===== src/design/gicc_pkg.sv =====
// ----------------------------------------------------------------------------
// gicc_pkg
// shared widths, register indexes and codes of the grid index converter
// ----------------------------------------------------------------------------
package gicc_pkg;

  localparam int MAX_DIM_DEFAULT = 1024;
  localparam int QUEUE_DEPTH     = 2;

  // fixed field widths
  localparam int SIZE_W    = 11;
  localparam int SPC_W     = 24;
  localparam int ORG_W     = 40;
  localparam int COORD_W   = 16;
  localparam int IDX_W     = 30;
  localparam int CRD_W     = 10;
  localparam int POS_W     = 48;
  localparam int CFG_W     = 40;
  localparam int CFG_IDX_W = 3;

  // configuration register indexes
  localparam logic [CFG_IDX_W-1:0] REG_SIZE_X   = 3'd0;
  localparam logic [CFG_IDX_W-1:0] REG_SIZE_Y   = 3'd1;
  localparam logic [CFG_IDX_W-1:0] REG_SIZE_Z   = 3'd2;
  localparam logic [CFG_IDX_W-1:0] REG_SPACING  = 3'd3;
  localparam logic [CFG_IDX_W-1:0] REG_ORIGIN_X = 3'd4;
  localparam logic [CFG_IDX_W-1:0] REG_ORIGIN_Y = 3'd5;
  localparam logic [CFG_IDX_W-1:0] REG_ORIGIN_Z = 3'd6;

  // reset values
  localparam int SIZE_MIN      = 2;
  localparam int RESET_SIZE    = 2;
  localparam int RESET_SPACING = 65536;

  // commands and error codes
  localparam logic CMD_TO_INDEX = 1'b0;
  localparam logic CMD_TO_COORD = 1'b1;
  localparam logic ERR_NONE     = 1'b0;
  localparam logic ERR_OUTSIDE  = 1'b1;

  // queue status seen by both sides
  typedef struct packed {
    logic full;
    logic empty;
  } gicc_q_stat_t;

endpackage


===== src/design/gicc_queue.sv =====
// ----------------------------------------------------------------------------
// gicc_queue
// small fifo between the front and back halves
// ----------------------------------------------------------------------------
module gicc_queue import gicc_pkg::*; #(
  parameter int WIDTH = 8,
  parameter int DEPTH = QUEUE_DEPTH
) (
  input  logic             clk,
  input  logic             rst_n,
  input  logic             push,
  input  logic [WIDTH-1:0] push_data,
  input  logic             pop,
  output logic [WIDTH-1:0] pop_data,
  output gicc_q_stat_t     q_stat
);

  localparam int PTR_W = (DEPTH > 1) ? $clog2(DEPTH) : 1;
  localparam int CNT_W = $clog2(DEPTH+1);

  logic [WIDTH-1:0] mem [DEPTH];
  logic [PTR_W-1:0] wr_ptr_r, rd_ptr_r;
  logic [CNT_W-1:0] count_r;

  assign q_stat.full  = (count_r == CNT_W'(DEPTH));
  assign q_stat.empty = (count_r == '0);
  assign pop_data     = mem[rd_ptr_r];

  always_ff @(posedge clk) begin
    if (push) begin
      mem[wr_ptr_r] <= push_data;
    end
  end

  always_ff @(posedge clk) begin
    if (!rst_n) begin
      wr_ptr_r <= '0;
      rd_ptr_r <= '0;
      count_r  <= '0;
    end else begin
      if (push) begin
        wr_ptr_r <= (wr_ptr_r == PTR_W'(DEPTH-1)) ? '0 : wr_ptr_r + 1'b1;
      end
      if (pop) begin
        rd_ptr_r <= (rd_ptr_r == PTR_W'(DEPTH-1)) ? '0 : rd_ptr_r + 1'b1;
      end
      if (push && !pop) begin
        count_r <= count_r + 1'b1;
      end else if (pop && !push) begin
        count_r <= count_r - 1'b1;
      end
    end
  end

endmodule


===== config.mk =====
export PLATFORM = sky130hd
export DESIGN_NAME = gicc_queue
export DESIGN_NICKNAME = d
export VERILOG_FILES = /design/src/design/gicc_pkg.sv /design/src/design/gicc_queue.sv
export SDC_FILE = /design/constraint.sdc
export NUM_CORES = 1
export LEC_CHECK = 0
export BUFFER_PORTS_ARGS = -buffer_cell sky130_fd_sc_hd__clkbuf_2
export CELL_PAD_IN_SITES_DETAIL_PLACEMENT = 0
export CELL_PAD_IN_SITES_GLOBAL_PLACEMENT = 1
export CORE_MARGIN = 1.5
export CORE_UTILIZATION = 40
export DETAILED_ROUTE_END_ITERATION = 16
export PLACE_DENSITY_LB_ADDON = 0.1
export SLEW_MARGIN = 5
export SYNTH_ARGS = -nofsm -noshare
export SYNTH_HDL_FRONTEND = slang
export SYNTH_SLANG_ARGS = --single-unit
export TNS_END_PERCENT = 20

===== constraint.sdc =====
create_clock -name clk -period 1.2 [get_ports clk]
set_input_delay 0.12 -clock clk [delete_from_list [all_inputs] [get_ports clk]]
set_output_delay 0.12 -clock clk [all_outputs]
set_load 0.02 [all_outputs]

==> results by group <==
Run status
  • Outcome: complete, but fails checks
  • Failing checks: setup timing

Place
  • Placement Setup Slack: 0.04643 ns
  • Placed cell count: 97
  • GP Congestion: ~0.71
  • # port buffers: 21

Yosys
  • Synth Flop Type: edfxtp_1
  • Yosys warnings: 0
  • Syn nets: 60
  • Yosys top cell by area: edfxtp_1
  • Post-synth ARST share: 0%
  • Count of unique library cells instantiated by Yosys: 16
  • Avg Synthesized Cell Area: about 17 um^2
  • Synth Instances: 47
  • Most common cell in the synthesized netlist: edfxtp_1
  • FF+latch count, synth: 21
  • Fraction of the yosys area taken by sequential cells: about 73%
  • Synth Cell Area: between 700 and 800 um^2
  • Commonest cells post-synth: edfxtp_1 (16), mux2_2 (8), dfxtp_1 (5)
  • Share of the synthesized area in the top cell type: about three fifths
  • Post-synth EDFFs: 16
  • Largest cells by area after synthesis: edfxtp_1 (60%), dfxtp_1 (13%), mux2_2 (11%)

Floorplanning
  • Core box area: ~0.0018 mm^2
  • Starting Density: around 44%
  • Top Ports: 22
  • Die ar.: approximately 0.0023 mm^2
  • # rows: 15
  • Die height: 47.57 um
  • Die W: ~48 um

Power
  • Internal Power: 1.153 mW
  • Sw frac: about a quarter
  • P_sw: between 0.3 and 0.4 mW
  • Sequential power share: a little under three fifths
  • Logic pwr share: roughly 22%
  • Max VDD drop: between 600 and 700 uV
  • Final Power: about 1.5 mW
  • Pwr dens: around 1300 mW/mm^2
  • Power share of the clock group: 21.0%
  • Static leakage: 0.4752 nW

Timing
  • Period Utilization, post-route: 112.0%
  • RSZ-0062 raised after global routing: true
  • Fin Clk Skew: 0.004559 ns
  • Least-Margin Pin Slew: 0.1452 ns
  • Slew Limit Fails: 0
  • Final setup violation count: 8
  • Final Hold Viols: 0
  • F_max: 0.7444 GHz
  • Final min period: roughly 1.3 ns
  • Final worst-path setup slack: -0.1435 ns
  • Fin Setup TNS: -1.056 ns
  • Worst slew margin: approximately 90%
  • Hold slack: ~0.019 ns

Clocking
  • Maximum clock insertion buffer count: 2
  • Htree depth: 1
  • Post-CTS Setup Bufs: 0
  • Worst skew pair latency: 0.29 ns
  • Root Buffer: clkbuf_4
  • TritonCTS clock tree: done
  • CTS Buf Count: 3
  • Clock slew at reported path FFs: between 0.1 and 0.15 ns
  • Clock Sink Count: 21

Route
  • WL/cell: 11.17 um
  • Routed Antenna Nets: 0
  • Vias: roughly 470
  • DR pass1 iterations: 2
  • Final WL: about 1200 um
  • Starting DRT DRC Count: 7
  • DR vias/cell: between 4 and 5
  • DRC: 0

GRT
  • Largest net degree at the start of global routing: 12
  • Vias in the first global route: about 400
  • First-pass GRT wire length: between 1500 and 2000 um
  • Initial antenna violation count: 0
  • Total gr overflow: 0
  • GRT Util Overall: between 10% and 20%

Job
  • Max Cap Viol: 0

Setup path
  • CP startpoint kind: flip-flop
  • Critical path's largest stage delay: 0.36 ns
  • CP endpoint kind: primary output
  • CP delay by family, top: flip-flops
  • CP max FO: 5
  • Worst EP required: roughly 1.1 ns
  • Cell chain of the critical path: buf_6 -> mux2_4 -> buf_8
  • Critical path's slowest cell: dfxtp_2
  • Crit path DAT: 1.22 ns
  • Buf/Inv on CP: 2
  • Crit path kind: flip-flop to primary output

Layout
  • Fillers: about 140
  • Area Overhead vs Synth: 42.52%
  • Layout cells sized above 1: 50.63%
  • Post-Layout Cell Count: between 100 and 150
  • Final nets: between 90 and 100
  • Diode count: 0

Hold path
  • Min-delay worst type: input port to flip-flop
-- area by class of cell --
type                            instances  area (um^2)  share of cell area, %
Inverter                                1        3.754                 0.3315
Tap cell                               25        31.28                  2.762
Clock buffer                            4        26.28                  2.320
Sequential cell                        21        583.1                  51.49
Timing Repair Buffer                   29        252.7                  22.32
Multi-Input combinational cell         24        235.2                  20.77
-- per-stage QoR --
| step | util, % | instance area, um^2 |
|---|---|---|
| global route | 62.85 | 1132 |
| floorplan | - | 794.5 |
| global placement | 53.47 | 963.4 |
| CTS | 59.65 | 1075 |
| detailed placement | 53.47 | 963.4 |
| finish | 62.85 | 1132 |
-- layout by cell type (no fill, tap or decap) --
master	n
and2_1	4
xor2_1	2
dfxtp_2	2
clkbuf_1	1
or3_1	1
o21ai_0	1
nor2b_1	2
and2b_2	1
ha_1	1
edfxtp_1	16
nor2_1	1
clkbuf_2	13
inv_1	1
o21a_1	1
dfxtp_1	3
a21boi_1	1
clkbuf_4	3
dlygate4sd3_1	3
buf_4	3
mux2_4	8
buf_8	6
buf_6	4
xnor2_1	1
-- worst paths after layout --
| path | start | endpoint | slack, ns | cells past startpoint |
|---|---|---|---|---|
| max | flip-flop | pop_data[1] | -0.14 | 3 |
| min | push_data[6] | mem[1][6] | 0.02 | 1 |
| max reg2reg | count_r[0] | count_r[1] | 0.18 | 3 |
| min reg2reg | count_r[1] | count_r[1] | 0.52 | 2 |
-- power by group through the flow --
| stage | Clock [mW] | Sequential [mW] | Combinational (mW) |
|---|---|---|---|
| 2_1_floorplan | 0 | 0.863 | 0.156 |
| 5_1_grt | 0.357 | 0.862 | 0.358 |
| 4_1_cts | 0.330 | 0.857 | 0.296 |
| 3_5_place_dp | 0 | 0.869 | 0.242 |
| 3_3_place_gp | 0 | 0.869 | 0.242 |
| 6_report | 0.316 | 0.857 | 0.330 |
-- timing repair --
action,4_1_cts,5_1_grt
hold buffers,0,3
endpoints found under the setup margin,9,8
gates resized for setup,22,14
endpoints found under the hold margin,0,6
-- layer usage --
layer | wire [um] | global-route usage, % | vias up | share of wire, %
li1 | - | - | 238 | -
met1 | 502 | 11.17 | 223 | 43
met2 | 614 | 19.73 | 12 | 53
met3 | 45 | 3.396 | 0 | 3.9
met4 | 0 | 4.865 | 0 | 0
met5 | 0 | 0 | - | 0
-- worst register-to-register path, delay by kind of cell (launching register included) --
family,cells,cell delay [ns]
AOI/OAI and AO/OA,1,0.14
xor gates and xnor gates,1,0.16
DFF,1,0.36
and+or+nand+nor,1,0.31
-- state kept, by name, indices dropped and copies added (netlist names), named ones only --
register	flops
rd_ptr_r	1
mem	16
wr_ptr_r	1
count_r	2
-- cells by family after synthesis --
kind of cell    synth area share (%)
flops                          73.07
simple gates                   7.086
mux                            11.34
compound gates                 2.520
xor+xnor                       3.308
buf+inv                        1.101
fa+ha+maj                      1.575
(Power assumes the default switching activity.)
