$ cat config.mk
export PLATFORM = sky130hd
export DESIGN_NAME = gicc_front
export DESIGN_NICKNAME = d
export VERILOG_FILES = /design/src/design/gicc_pkg.sv /design/src/design/gicc_front.sv
export SDC_FILE = /design/constraint.sdc
export NUM_CORES = 1
export LEC_CHECK = 0
export ABC_CLOCK_PERIOD_IN_PS = 8800
export BUFFER_PORTS_ARGS = -buffer_cell sky130_fd_sc_hd__buf_2
export CORE_MARGIN = 2
export CORE_UTILIZATION = 50
export CTS_BUF_LIST = sky130_fd_sc_hd__clkbuf_2 sky130_fd_sc_hd__clkbuf_4 sky130_fd_sc_hd__clkbuf_8
export CTS_CLUSTER_SIZE = 24
export DETAILED_ROUTE_END_ITERATION = 12
export GPL_TIMING_DRIVEN = 0
export PLACE_DENSITY_LB_ADDON = 0.08
export SYNTH_ARGS = -nofsm -noshare
export SYNTH_HDL_FRONTEND = slang
export SYNTH_SLANG_ARGS = --single-unit
$ cat constraint.sdc
create_clock -name clk -period 8.8 [get_ports clk]
set_input_delay 2.2 -clock clk [delete_from_list [all_inputs] [get_ports clk]]
set_output_delay 2.2 -clock clk [all_outputs]
set_load 0.005 [all_outputs]
$ cat src/design/gicc_pkg.sv
// ----------------------------------------------------------------------------
// gicc_pkg
// shared widths, register indexes and codes of the grid index converter
// ----------------------------------------------------------------------------
package gicc_pkg;

  localparam int MAX_DIM_DEFAULT = 1024;
  localparam int QUEUE_DEPTH     = 2;

  // fixed field widths
  localparam int SIZE_W    = 11;
  localparam int SPC_W     = 24;
  localparam int ORG_W     = 40;
  localparam int COORD_W   = 16;
  localparam int IDX_W     = 30;
  localparam int CRD_W     = 10;
  localparam int POS_W     = 48;
  localparam int CFG_W     = 40;
  localparam int CFG_IDX_W = 3;

  // configuration register indexes
  localparam logic [CFG_IDX_W-1:0] REG_SIZE_X   = 3'd0;
  localparam logic [CFG_IDX_W-1:0] REG_SIZE_Y   = 3'd1;
  localparam logic [CFG_IDX_W-1:0] REG_SIZE_Z   = 3'd2;
  localparam logic [CFG_IDX_W-1:0] REG_SPACING  = 3'd3;
  localparam logic [CFG_IDX_W-1:0] REG_ORIGIN_X = 3'd4;
  localparam logic [CFG_IDX_W-1:0] REG_ORIGIN_Y = 3'd5;
  localparam logic [CFG_IDX_W-1:0] REG_ORIGIN_Z = 3'd6;

  // reset values
  localparam int SIZE_MIN      = 2;
  localparam int RESET_SIZE    = 2;
  localparam int RESET_SPACING = 65536;

  // commands and error codes
  localparam logic CMD_TO_INDEX = 1'b0;
  localparam logic CMD_TO_COORD = 1'b1;
  localparam logic ERR_NONE     = 1'b0;
  localparam logic ERR_OUTSIDE  = 1'b1;

  // queue status seen by both sides
  typedef struct packed {
    logic full;
    logic empty;
  } gicc_q_stat_t;

endpackage

$ cat src/design/gicc_front.sv
// ----------------------------------------------------------------------------
// gicc_front
// accepts beats, range checks them and linearizes coordinates
// ----------------------------------------------------------------------------
module gicc_front import gicc_pkg::*; #(
  parameter int MAX_DIM = MAX_DIM_DEFAULT
) (
  input  logic                          clk,
  input  logic                          rst_n,
  input  logic                          in_valid,
  output logic                          in_ready,
  input  logic                          in_cmd,
  input  logic [COORD_W-1:0]            in_coord_x,
  input  logic [COORD_W-1:0]            in_coord_y,
  input  logic [COORD_W-1:0]            in_coord_z,
  input  logic [IDX_W-1:0]              in_point_index,
  input  logic [$clog2(MAX_DIM+1)-1:0]  nx,
  input  logic [$clog2(MAX_DIM+1)-1:0]  ny,
  input  logic [$clog2(MAX_DIM+1)-1:0]  nz,
  input  logic [3*$clog2(MAX_DIM+1)-1:0] total,
  input  gicc_q_stat_t                  q_stat,
  output logic                          push,
  output logic [2+IDX_W+3*$clog2(MAX_DIM)-1:0] push_data
);

  localparam int SZ_W  = $clog2(MAX_DIM+1);
  localparam int CQ_W  = $clog2(MAX_DIM);
  localparam int T_W   = SZ_W + CQ_W;
  localparam int X_W   = SZ_W + T_W;
  localparam int ENT_W = 2 + IDX_W + 3*CQ_W;

  logic               en;
  logic               s1_v_r, s1_cmd_r;
  logic [COORD_W-1:0] s1_x_r, s1_y_r, s1_z_r;
  logic [IDX_W-1:0]   s1_idx_r;
  logic               s2_v_r, s2_cmd_r, s2_ok_r;
  logic [CQ_W-1:0]    s2_x_r, s2_y_r, s2_z_r;
  logic [T_W-1:0]     s2_t_r;
  logic [IDX_W-1:0]   s2_idx_r;
  logic               s3_v_r;
  logic [ENT_W-1:0]   s3_data_r;

  logic               ok2_nxt;
  logic [CQ_W-1:0]    x2_nxt, y2_nxt, z2_nxt;
  logic [T_W-1:0]     t2_nxt;
  logic               ok3_nxt;
  logic [X_W-1:0]     lin3;
  logic [IDX_W-1:0]   idx3_nxt;

  assign en        = !s3_v_r || !q_stat.full;
  assign in_ready  = en;
  assign push      = en && s3_v_r;
  assign push_data = s3_data_r;

  // bounds check on signed coordinates, then y + ny*z
  always_comb begin
    ok2_nxt = !s1_x_r[COORD_W-1] && (32'(s1_x_r) < 32'(nx)) &&
              !s1_y_r[COORD_W-1] && (32'(s1_y_r) < 32'(ny)) &&
              !s1_z_r[COORD_W-1] && (32'(s1_z_r) < 32'(nz));
    x2_nxt  = ok2_nxt ? CQ_W'(s1_x_r) : '0;
    y2_nxt  = ok2_nxt ? CQ_W'(s1_y_r) : '0;
    z2_nxt  = ok2_nxt ? CQ_W'(s1_z_r) : '0;
    t2_nxt  = T_W'(y2_nxt) + T_W'(ny) * T_W'(z2_nxt);
  end

  // x + nx*t, and the index range check
  always_comb begin
    lin3     = X_W'(s2_x_r) + X_W'(nx) * X_W'(s2_t_r);
    ok3_nxt  = (s2_cmd_r == CMD_TO_COORD) ? (64'(s2_idx_r) < 64'(total)) : s2_ok_r;
    idx3_nxt = (s2_cmd_r == CMD_TO_COORD) ? s2_idx_r : IDX_W'(lin3);
  end

  always_ff @(posedge clk) begin
    if (!rst_n) begin
      s1_v_r <= 1'b0;
      s2_v_r <= 1'b0;
      s3_v_r <= 1'b0;
    end else if (en) begin
      s1_v_r <= in_valid;
      s2_v_r <= s1_v_r;
      s3_v_r <= s2_v_r;
    end
  end

  always_ff @(posedge clk) begin
    if (en) begin
      s1_cmd_r  <= in_cmd;
      s1_x_r    <= in_coord_x;
      s1_y_r    <= in_coord_y;
      s1_z_r    <= in_coord_z;
      s1_idx_r  <= in_point_index;
      s2_cmd_r  <= s1_cmd_r;
      s2_ok_r   <= ok2_nxt;
      s2_x_r    <= x2_nxt;
      s2_y_r    <= y2_nxt;
      s2_z_r    <= z2_nxt;
      s2_t_r    <= t2_nxt;
      s2_idx_r  <= s1_idx_r;
      s3_data_r <= {s2_cmd_r, ok3_nxt, idx3_nxt, s2_x_r, s2_y_r, s2_z_r};
    end
  end

endmodule

==> impl_metrics.ini <==
[min_path]
hold_class = reg2reg
hold_path_startpoint = s1_idx_r[25]

[synth]
synthMuxAreaShare_pct = 0.277
synth_ff_type = edfxtp_1
synth_cell_type_count = 56
synth_compound_area_share_pct = 5.66
async_flop_share_pct = 0
netlist_area_um2 = 20400
synth-adder-area-share_pct = 37.2
syn_area_per_cell_um2 = 10.9
synth_edf_count = 224
yosysWarnings = 0
synth_seq_area_share_pct = 33.3
ys_seq_elements = 227
synth_fp_nets = 2473
synth_top_family_by_area = adder cells
synth-simple-area-share_pct = 13.0
synth_xor_area_share_pct = 1.94
syn_inst = 1873

[critical_path]
crit_path_max_fanout = 12
worstReg2RegStart = s1_z_r[9]
crit_path_end_kind = flip-flop
worstPathArrival_ns = 8.89
critPathLaunch = nx[10]
start_kind = input port
crit_type = in2reg
critPathRequiredTime_ns = 9.16

[sta]
clock-skew-final_ns = 0.0440
timing.slew.headroom_pct = 45.7
period_needed_ns = 8.53
worst_pin_slew_ns = 0.815
setup_violations = 0
finalCritPeriodShare_pct = 96.9
hold_viol_final = 0
max_freq_ghz = 0.117
drv_slew = 0
finalWorstSetupSlack_ns = 0.269
rsz0062_at_grt = no

[die]
rows = 73
coreArea_um2 = 39900
dieWidth_um = 206
die_h_um = 206
ioPinCount = 214
start_util_pct = 51.0
die-area_um2 = 42300

[global_routing]
track_usage_pct = 24.7
grt_max_degree = 87
grt_first_pass_wirelength_um = 78400
grt_pass1_vias = 14574
antenna_found_initial = 1
overflow = 0

[placement]
dp_slack_ns = -1.10
port_buffers = 212
gp_congestion = 0.895
hpwl_um = 41300

[finish]
syn_to_final_growth_pct = 12.4
nets = 2718
drive_gt1_share_pct = 14.3
fill_cells = 3521

[job]
maxCapViolations = 0

[route]
drc = 0
drtIter0Drc = 825
final_antenna_net_count = 0
via_per_inst = 5.19
routed-via-count = 13860
wire_per_inst_um = 18.8
first_pass_iters = 6
wl_um = 50100

[clock_network]
cts_buffers = 40
cts_num_sinks = 227
cts_buffer_depth = 3
cts_root_buf = clkbuf_8
clk_pin_slew_worst_paths_ns = 0.06
cts_max_level = 2
cts_tree = done
clkLatencyLatePin_ns = 0.61

[status]
status = completed

[power]
power.leakage_nw = 11.6
ir_worst_vdd_v = 0.000108
powerDensity_nw_per_um2 = 114
total_power_mw = 2.61
## through the flow
stage / util (%) / TNS [ns] / hold WS [ns] / instances / cell area (µm²)
2_1_floorplan: - / 0 / 0.400 / 1873 / 20400
3_3_place_gp: 55.3 / -8.52 / 0.401 / 2610 / 22100
5_1_grt: 57.3 / 0 / 0.405 / 2670 / 22900
4_1_cts: 57.3 / 0 / 0.400 / 2679 / 22900
6_report: 57.3 / 0 / 0.413 / 2671 / 22900
3_5_place_dp: 55.5 / -9.53 / 0.405 / 2612 / 22100
## metal layers
metal | global-route usage [%] | wire length, µm | up-vias
met5 | 0 | 0 | -
met2 | 42.7 | 24700 | 412
met4 | 8.94 | 1520 | 0
met1 | 31.5 | 21400 | 6784
li1 | - | - | 6575
met3 | 3.60 | 2520 | 89
## critical path, cell delays in order
cell      delay, ns
clkbuf_4       0.21
inv_1          0.14
ha_1           0.26
nor4_2         0.32
nand4_1        0.17
a221o_1        0.29
a211oi_1       0.21
o2111a_2       0.30
buf_8          0.17
buf_4          0.19
nand3_1        0.11
fa_1           0.52
inv_1          0.05
fa_1           0.51
inv_1          0.06
fa_1           0.53
inv_1          0.05
fa_1           0.47
inv_1          0.05
fa_1           0.47
inv_1          0.04
ha_1           0.21
or3_1          0.36
o21a_1         0.25
a211o_1        0.32
a21oi_2        0.17
a22oi_1        0.10
xor2_1         0.15
## state kept, by name (all words and copies together) (netlist names)
name	count
s2_v_r	1
s1_x_r	16
s1_v_r	1
s1_y_r	16
s1_idx_r	30
s2_z_r	10
s3_v_r	1
s2_ok_r	1
push_data	62
s2_idx_r	30
s1_cmd_r	1
s2_x_r	10
s2_t_r	21
s2_cmd_r	1
s2_y_r	10
s1_z_r	16
## cell type report
| type | count | area [µm²] | area share, % |
|---|---|---|---|
| diodes | 1 | 2.50 | 0.0109 |
| repair buffers | 215 | 1130 | 4.92 |
| multi-input cells | 1206 | 11900 | 51.9 |
| clock inverters | 16 | 98.8 | 0.432 |
| clock buffers | 53 | 648 | 2.83 |
| plain buffers | 81 | 385 | 1.69 |
| well taps | 525 | 657 | 2.87 |
| flip-flops and latches | 227 | 6790 | 29.7 |
| inverters | 347 | 1300 | 5.70 |
## power breakdown
| group | internal (mW) | total (mW) | switching, mW |
|---|---|---|---|
| logic | 0.151 | 0.384 | 0.233 |
| registers | 1.26 | 1.29 | 0.0306 |
| clock network | 0.486 | 0.933 | 0.447 |
## layout by cell type, fill, tap and decap left out, types with 52 or more instances in the layout
master / netlist / final
a21oi_1: 53 / 52
and2_1: 120 / 120
and3_1: 64 / 64
buf_2: 1 / 212
clkbuf_1: 77 / 64
edfxtp_1: 224 / 224
fa_1: 259 / 259
ha_1: 191 / 191
inv_1: 347 / 347
nand2_1: 186 / 185
nand3_1: 61 / 61
## repair_timing
action,CTS,global route
setup endpoints to repair,8,6
gates resized for setup,1,5
setup buffers,0,1
hold buffers,0,0
pin swaps,0,1
## cells by family (layout without fill, tap and decap cells)
group / after synthesis / count (layout)
flops: 227 / 227
buf+inv: 440 / 712
other cells: 0 / 1
xor+xnor: 45 / 45
fa+ha+maj: 450 / 450
mux: 5 / 5
compound gates: 184 / 184
simple gates: 522 / 522
## synthesized netlist by cell type (3+ instances only)
cell | number | share of area [%]
a211oi_1 | 8 | 0.30
a21boi_0 | 4 | 0.15
a21o_1 | 23 | 0.85
a21oi_1 | 53 | 1.3
a221oi_1 | 5 | 0.22
a31oi_1 | 3 | 0.092
and2_1 | 120 | 3.7
and3_1 | 64 | 2.0
buf_6 | 6 | 0.33
clkbuf_1 | 77 | 1.4
clkbuf_2 | 6 | 0.15
dfxtp_1 | 3 | 0.30
edfxtp_1 | 224 | 33
fa_1 | 259 | 25
ha_1 | 191 | 12
inv_1 | 347 | 6.4
mux2_2 | 5 | 0.28
nand2_1 | 186 | 3.4
nand2b_1 | 12 | 0.37
nand3_1 | 61 | 1.5
nand4_1 | 11 | 0.34
nor2_1 | 27 | 0.50
nor2b_1 | 11 | 0.34
nor3_1 | 13 | 0.32
nor4_1 | 5 | 0.15
o211ai_1 | 6 | 0.22
o21a_1 | 7 | 0.26
o21ai_0 | 49 | 1.2
o21bai_1 | 6 | 0.22
or3_1 | 3 | 0.092
xnor2_1 | 27 | 1.2
xor2_1 | 18 | 0.77
## worst paths after layout
| path | end | slack (ns) | cells after the start |
|---|---|---|---|
| worst max-delay path | s2_t_r[19] | 0.27 | 28 |
| worst min-delay path | s2_idx_r[25] | 0.41 | 0 |
| worst max register to register | s2_t_r[19] | 1.87 | 26 |
| worst min register to register | s2_idx_r[25] | 0.41 | 0 |
Power figures use the tool's default switching activity.
